==> src/sv/uf_pkg.sv <==
// Shared constants, control/status types and helpers for the union-find engine.
package uf_pkg;

    localparam int NODES  = 1024;
    localparam int NODE_W = 10;
    localparam int ADDR_W = $clog2(NODES);

    // Commands from the controller to the datapath
    typedef struct packed {
        logic clr_wr;      // write one clearing entry and advance the counter
        logic capture;     // take the input beat
        logic load_cur;    // cur <= start node of the current find
        logic rd_en;       // read parent of cur
        logic set_top;     // top <= cur, cur <= start node again
        logic step_cur;    // cur <= parent just read
        logic wr_comp;     // parent[cur] <= top, cur <= parent just read
        logic end_first;   // ra <= top, move on to the second node
        logic finish;      // load the result, link the roots of a union if they differ
    } uf_cmd_t;

    // Status from the datapath to the controller
    typedef struct packed {
        logic clr_last;    // clearing pass writes its final entry
        logic cur_ok;      // cur has a table entry
        logic rd_is_root;  // parent just read ends the walk
        logic rd_ok;       // parent just read has a table entry
        logic cur_is_top;  // compression has reached the root
        logic second;      // working on the second node of a union
        logic is_union;    // current request is a union
        logic out_free;    // output register can take a result
    } uf_sts_t;

    function automatic logic node_ok(input logic [NODE_W-1:0] node);
        node_ok = (32'(node) < NODES);
    endfunction

endpackage

==> src/sv/uf_ctrl.sv <==
// Sequencer for clearing, root walk, path compression and linking.
module uf_ctrl (
    input  logic           clk,
    input  logic           rst_n,
    input  logic           in_valid,
    output logic           in_stall,
    input  uf_pkg::uf_sts_t sts,
    output uf_pkg::uf_cmd_t cmd
);

    typedef enum logic [3:0] {
        S_CLEAR,
        S_IDLE,
        S_LOAD,
        S_CHECK,
        S_WALK_RD,
        S_WALK_CHK,
        S_COMP_CHK,
        S_COMP_WR,
        S_FIND_END,
        S_FINISH
    } state_t;

    state_t state_reg;
    state_t state_next;
    logic   in_stall_reg;

    always_comb
    begin
        state_next = state_reg;
        cmd        = '0;
        case (state_reg)
            S_CLEAR:
            begin
                cmd.clr_wr = 1'b1;
                if (sts.clr_last)
                begin
                    state_next = S_IDLE;
                end
            end
            S_IDLE:
            begin
                if (in_valid && !in_stall_reg)
                begin
                    cmd.capture = 1'b1;
                    state_next  = S_LOAD;
                end
            end
            S_LOAD:
            begin
                cmd.load_cur = 1'b1;
                state_next   = S_CHECK;
            end
            S_CHECK:
            begin
                // a node with no entry is its own root
                if (sts.cur_ok)
                begin
                    state_next = S_WALK_RD;
                end
                else
                begin
                    cmd.set_top = 1'b1;
                    state_next  = S_FIND_END;
                end
            end
            S_WALK_RD:
            begin
                cmd.rd_en  = 1'b1;
                state_next = S_WALK_CHK;
            end
            S_WALK_CHK:
            begin
                if (sts.rd_is_root)
                begin
                    cmd.set_top = 1'b1;
                    state_next  = S_COMP_CHK;
                end
                else
                begin
                    cmd.step_cur = 1'b1;
                    state_next   = S_WALK_RD;
                end
            end
            S_COMP_CHK:
            begin
                if (sts.cur_is_top)
                begin
                    state_next = S_FIND_END;
                end
                else
                begin
                    cmd.rd_en  = 1'b1;
                    state_next = S_COMP_WR;
                end
            end
            S_COMP_WR:
            begin
                cmd.wr_comp = 1'b1;
                state_next  = sts.rd_ok ? S_COMP_CHK : S_FIND_END;
            end
            S_FIND_END:
            begin
                if (sts.is_union && !sts.second)
                begin
                    cmd.end_first = 1'b1;
                    state_next    = S_LOAD;
                end
                else
                begin
                    state_next = S_FINISH;
                end
            end
            S_FINISH:
            begin
                // hold until the output register is free
                if (sts.out_free)
                begin
                    cmd.finish = 1'b1;
                    state_next = S_IDLE;
                end
            end
            default:
            begin
                state_next = S_IDLE;
            end
        endcase
    end

    always_ff @(posedge clk or negedge rst_n)
    begin
        if (!rst_n)
        begin
            state_reg    <= S_CLEAR;
            in_stall_reg <= 1'b1;
        end
        else
        begin
            state_reg    <= state_next;
            in_stall_reg <= (state_next != S_IDLE);
        end
    end

    assign in_stall = in_stall_reg;

endmodule

==> config.mk <==
export PLATFORM = sky130hd
export DESIGN_NAME = uf_ctrl
export DESIGN_NICKNAME = d
export VERILOG_FILES = /design/src/sv/uf_pkg.sv /design/src/sv/uf_ctrl.sv
export SDC_FILE = /design/constraint.sdc
export NUM_CORES = 1
export LEC_CHECK = 0
export BUFFER_PORTS_ARGS = -buffer_cell sky130_fd_sc_hd__clkbuf_2
export CAP_MARGIN = 20
export CELL_PAD_IN_SITES_DETAIL_PLACEMENT = 1
export CELL_PAD_IN_SITES_GLOBAL_PLACEMENT = 2
export CORE_ASPECT_RATIO = 1.25
export CORE_MARGIN = 2
export CORE_UTILIZATION = 25
export CTS_CLUSTER_SIZE = 28
export DETAILED_ROUTE_END_ITERATION = 8
export PLACE_DENSITY_LB_ADDON = 0.05
export SYNTH_ARGS = -nofsm -noshare
export SYNTH_HDL_FRONTEND = slang
export SYNTH_SLANG_ARGS = --single-unit
==> constraint.sdc <==
create_clock -name clk -period 2.7 [get_ports clk]
set_input_delay 0.54 -clock clk [delete_from_list [all_inputs] [get_ports clk]]
set_output_delay 0.54 -clock clk [all_outputs]
set_load 0.05 [all_outputs]
* After elaboration in Yosys (flattened, before gate mapping)
Index checks and enable logic that the tools add are counted.
** Cells by class
- Equal/unequal tests :: 10
- Multiplexer cells :: 25
- Reductions and logical operators :: 5
** Operators with widths (number)
- 4-bit case mux with 10 select lines :: 1
- 4-bit 2-to-1 mux :: 7
- 4-bit by 3-bit equality test with 1-bit output, second input constant :: 4
- 1-bit 2-to-1 mux :: 14
- 4-bit by 2-bit equality test with 1-bit output, second input constant :: 2
- 4-bit equality test, second input constant :: 2
- 4-bit by 1-bit equality test with 1-bit output, second input constant :: 1
- 4-bit zero test :: 1
- 4-bit by 1-bit != test with 1-bit output, second input constant :: 1
- 1-bit case mux with 2 select lines :: 2
- 1-bit logical AND :: 2
- 1-bit zero test :: 2
- 2-bit 2-to-1 mux :: 1
** Storage, ports and cells
- Bits in registers :: 5
- Input bits :: 11

* Longest topological paths before layout
- Depth in word-level cells :: 5
- Depth in mapped cells :: 5
- Gate-level depth less buffers :: 4

* Least setup slack after synthesis
OpenSTA, ideal clock, no wires.
- Kind :: register to register
- From :: reg state_reg[2]
- To :: reg in_stall_reg (netlist: in_stall)
- Library setup time :: 0.094 ns
- Data arrival time :: 2.892 ns
- Path slack :: -0.286 ns
- Cell stages (with the launch flop) :: 6
- Cell sequence :: dfrtp_1 > clkbuf_1 > nor4_1 > a32oi_1 > nand3_1 > or4b_1
** On the way
- Cells in the longest elaborated chain, start to end :: 3
- Elaborated cells on any way between the ends :: 15
- Classes of those cells :: eq/ne (10); mux (4); reduce/logical (1)
** RTL lines
- from (decl) :: line uf_ctrl.sv:24 : state_t state_reg;
- from (signal assigned) :: line uf_ctrl.sv:139 : state_reg <= state_next;
- 4-bit equality test, or another cell as far along :: line uf_ctrl.sv:32 : case (state_reg)
- 4-bit case mux with 10 select lines * :: line uf_ctrl.sv:32
- net state_next[0] :: line uf_ctrl.sv:25 : state_t state_next;
- 4-bit by 1-bit != test with 1-bit output * :: line uf_ctrl.sv:140 : in_stall_reg <= (state_next != S_IDLE);
- to (signal assigned) :: line uf_ctrl.sv:140
- to (decl) :: line uf_ctrl.sv:26 : logic in_stall_reg;
Mark *: on every way through the listed nets, which the timed path passes. The rest lies on a longest branch.

==> results.txt <==
The flow ran to the end, and the final reports show no timing, DRC or antenna violations. Port buffering added 20 buffers. Cells fill 33.8% of the core in the end.

The detailed-route wire length on metal 1 is 568 um, and the horizontal die dimension is 41.8 um. Global routing used 14.4% of the available tracks. The number of sinks driven by the clock tree is 5, and the share of the cycle needed by the critical path after routing is 84.3%. Overall routed net length: 1280 um. Total setup violations reported at the end of the flow: 0.

For the number of placement rows, the log shows 17. The height of the die is 51.2 um. Counting every instance in the synthesized netlist gives 51. The run gives 1740 ps as the worst path arrival time.

The post-route netlist has 42.3% of its cells at a drive strength greater than 1. The tools report the type of destination of the critical path as an output pin. STA classifies the critical path startpoint as a flip-flop. The count of yosys warnings during synthesis is 0, and the routed via count divided by cell count is 5.30.

The tools report the maximum achievable frequency as 0.439 GHz. TritonCTS built the clock tree. The worst setup path is of the flip-flop to output pin kind. The routed design could run at a clock period as short as 2280 ps. Sequential elements use 28.4% of the synthesized area. The post-synthesis sequential element count came out at 5. The highest routed metal layer was met4. The wire length on met3 was 72 um; the average routed wire per standard cell was 14.2 um. The hold-fix buffer count after cts is 0, and the max-cap check violation count is 0.

After detailed routing, the met2 layer carries 618 um of wire. The synthesized net count was 62. The largest net degree at the start of global routing came out at 17. Overall power consumption after layout is estimated at 704 uW.

0 antenna diodes ended up in the layout. The clock passes through at most 2 buffers. Buffers added to address setup during post-CTS repair amount to 0. The number of DRC markers in iteration 0 is 8, and the number of levels the H-tree was split into is 1.

Adding up every negative setup slack in the final design gives 0 ps. Among all flip-flop cells after synthesis, the most frequent one is dfrtp_1. The number of flip-flops under the largest register name is 4. The tools report the first-pass GRT wire length as 2270 um. Between clock sinks in the finished design, the worst skew comes to 0.486 ps. The logs give 0 for the number of remaining DRC errors and 477 for the via count. The count of nets left with antenna violations once routing finished came out at 0. Area of the mapped netlist: 445 sq um. CTS root buffer: clkbuf_4. The tools report the area of the die as 2140 sq um.

The proportion of netlist area held by the largest area contributor works out to 22.5%. Measured against its own limit, the worst slew margin works out to 64.8%. For the fill cell instance count of the final layout, the log shows 213.

The final net count came out at 83. The count of flip-flops with a built-in enable after synthesis is 0, and the maximum net fanout on the critical path is 16. The logs give 0 for the number of pins with negative max-slew slack in the final report and 0.725 for the final weighted congestion of routability-driven global placement. The clock transition time at the flip-flop clock pins of the worst setup and hold paths was 40 ps. The run gives 32 as the number of distinct library cells after synthesis.

The effective utilization at floorplan was 25.9%; the length in cells of the worst reg-to-reg path was 4. Of all cell types, the one taking the most synthesized area is dfrtp_1. The logs give 580 ps for the flop-to-flop setup slack and 3 for the number of clock buffers inserted by TritonCTS. Post-CTS repair changed the size of 0 cells. The clock reaches the later pin of the worst-skew pair after 230 ps.

The power density relative to cell area works out to 1210 nW/um^2. In the post-synthesis netlist, the biggest area contributors are dfrtp_1, dfstp_2, nor4b_4. The run gives 0.000264 uW as the total leakage power. The core region is 1720 sq um. The run gives 524 uV as the maximum vdd ir drop.

Summing all multi-input logic gate instances after layout gives 299 sq um. The path class of the lowest-slack min-delay path is input pin to asynchronous set/reset pin. Relative to the synthesized area, the layout overhead comes to 30.9%. STA puts the critical path data required time at 2160 ps.

By count the netlist is led by dfrtp_1, nor3_1, a31oi_1, nand2b_1, nor2_1. The number of antenna violations at the first check in global routing was 0; the mean post-synth cell area was 8.73 sq um. The footprint of the flip-flops and latches is 126 sq um, and the top-level port count is 21.

Actual transition at the worst max-transition pin: 522 ps. The via count of the first global-routing pass is 485. After global routing the overflow that remains totals 0. The pre-antenna-repair detailed-routing pass consisted of 4 iterations. Of all flip-flops after synthesis, the portion carrying an async set or reset was 100%. Setup repair after global routing left no endpoint under its margin. The half-perimeter wire length after detailed placement was 1020 um; the hold violation total from the final report was 0.
layer usage:
metal  vias up  GRT usage, %
met5         -             0
met4         0          9.68
met3         2          3.53
met2        13          22.1
met1       224          17.7
li1        238             -
path summary, 6_finish.rpt:
kind,from,end
worst max-delay path,state_reg[1],cmd[4]
worst min-delay path,rst_n,state_reg[1]
worst max register to register,state_reg[2],in_stall
worst min register to register,state_reg[3],state_reg[2]
max in group asynchronous,rst_n,in_stall
min in group clk,sts[7],state_reg[0]
cell families after synthesis:
logic type	count (synthesis)	synth area share [%]
and+or+nand+nor	29	46.9
AOI/OAI and AO/OA	11	17.4
buffers and inverters	6	7.30
DFF	5	28.4
placed cells by master, fill, tap and decap left out, types with 2 or more instances in the layout:
| cell | count |
|---|---|
| nor4_2 | 2 |
| a21oi_1 | 2 |
| clkbuf_4 | 3 |
| clkbuf_2 | 20 |
| nor2b_1 | 2 |
| nor3b_1 | 2 |
| inv_1 | 2 |
| nand2b_1 | 3 |
| nor2_1 | 3 |
| nor3_1 | 4 |
| dfrtp_1 | 4 |
| and3_1 | 2 |
| a31oi_1 | 3 |
area by class of cell:
cell class              instances  share of cell area (%)
clock buffers                   4                    4.51
inverters                       2                    1.29
multi-input cells              40                    51.3
flip-flops and latches          5                    21.7
well taps                      19                    4.08
repair buffers                 20                    17.2
critical path, stage by stage, from the launching register on:
cell	delay (ps)
dfrtp_1	650
inv_1	140
nor3_1	190
a31oi_1	60
nor3_1	150
clkbuf_2	300
metrics by stage:
stage | hold slack (ps) | setup WS (ps) | cell area (sq um) | instances
3_3_place_gp | 359 | 551 | 557 | 86
2_1_floorplan | 244 | 159 | 458 | 51
5_1_grt | 106 | 253 | 583 | 90
3_5_place_dp | 358 | 588 | 557 | 86
4_1_cts | 103 | 387 | 583 | 90
6_report | 111 | 425 | 583 | 90
report_power, final:
group / switching, uW / internal, uW / leakage, uW / total (uW)
clock network: 26.7 / 55.6 / 0.0000150 / 82.3
logic: 258 / 149 / 0.000188 / 407
registers: 101 / 113 / 0.0000613 / 214
Power figures use the tool's default switching activity.
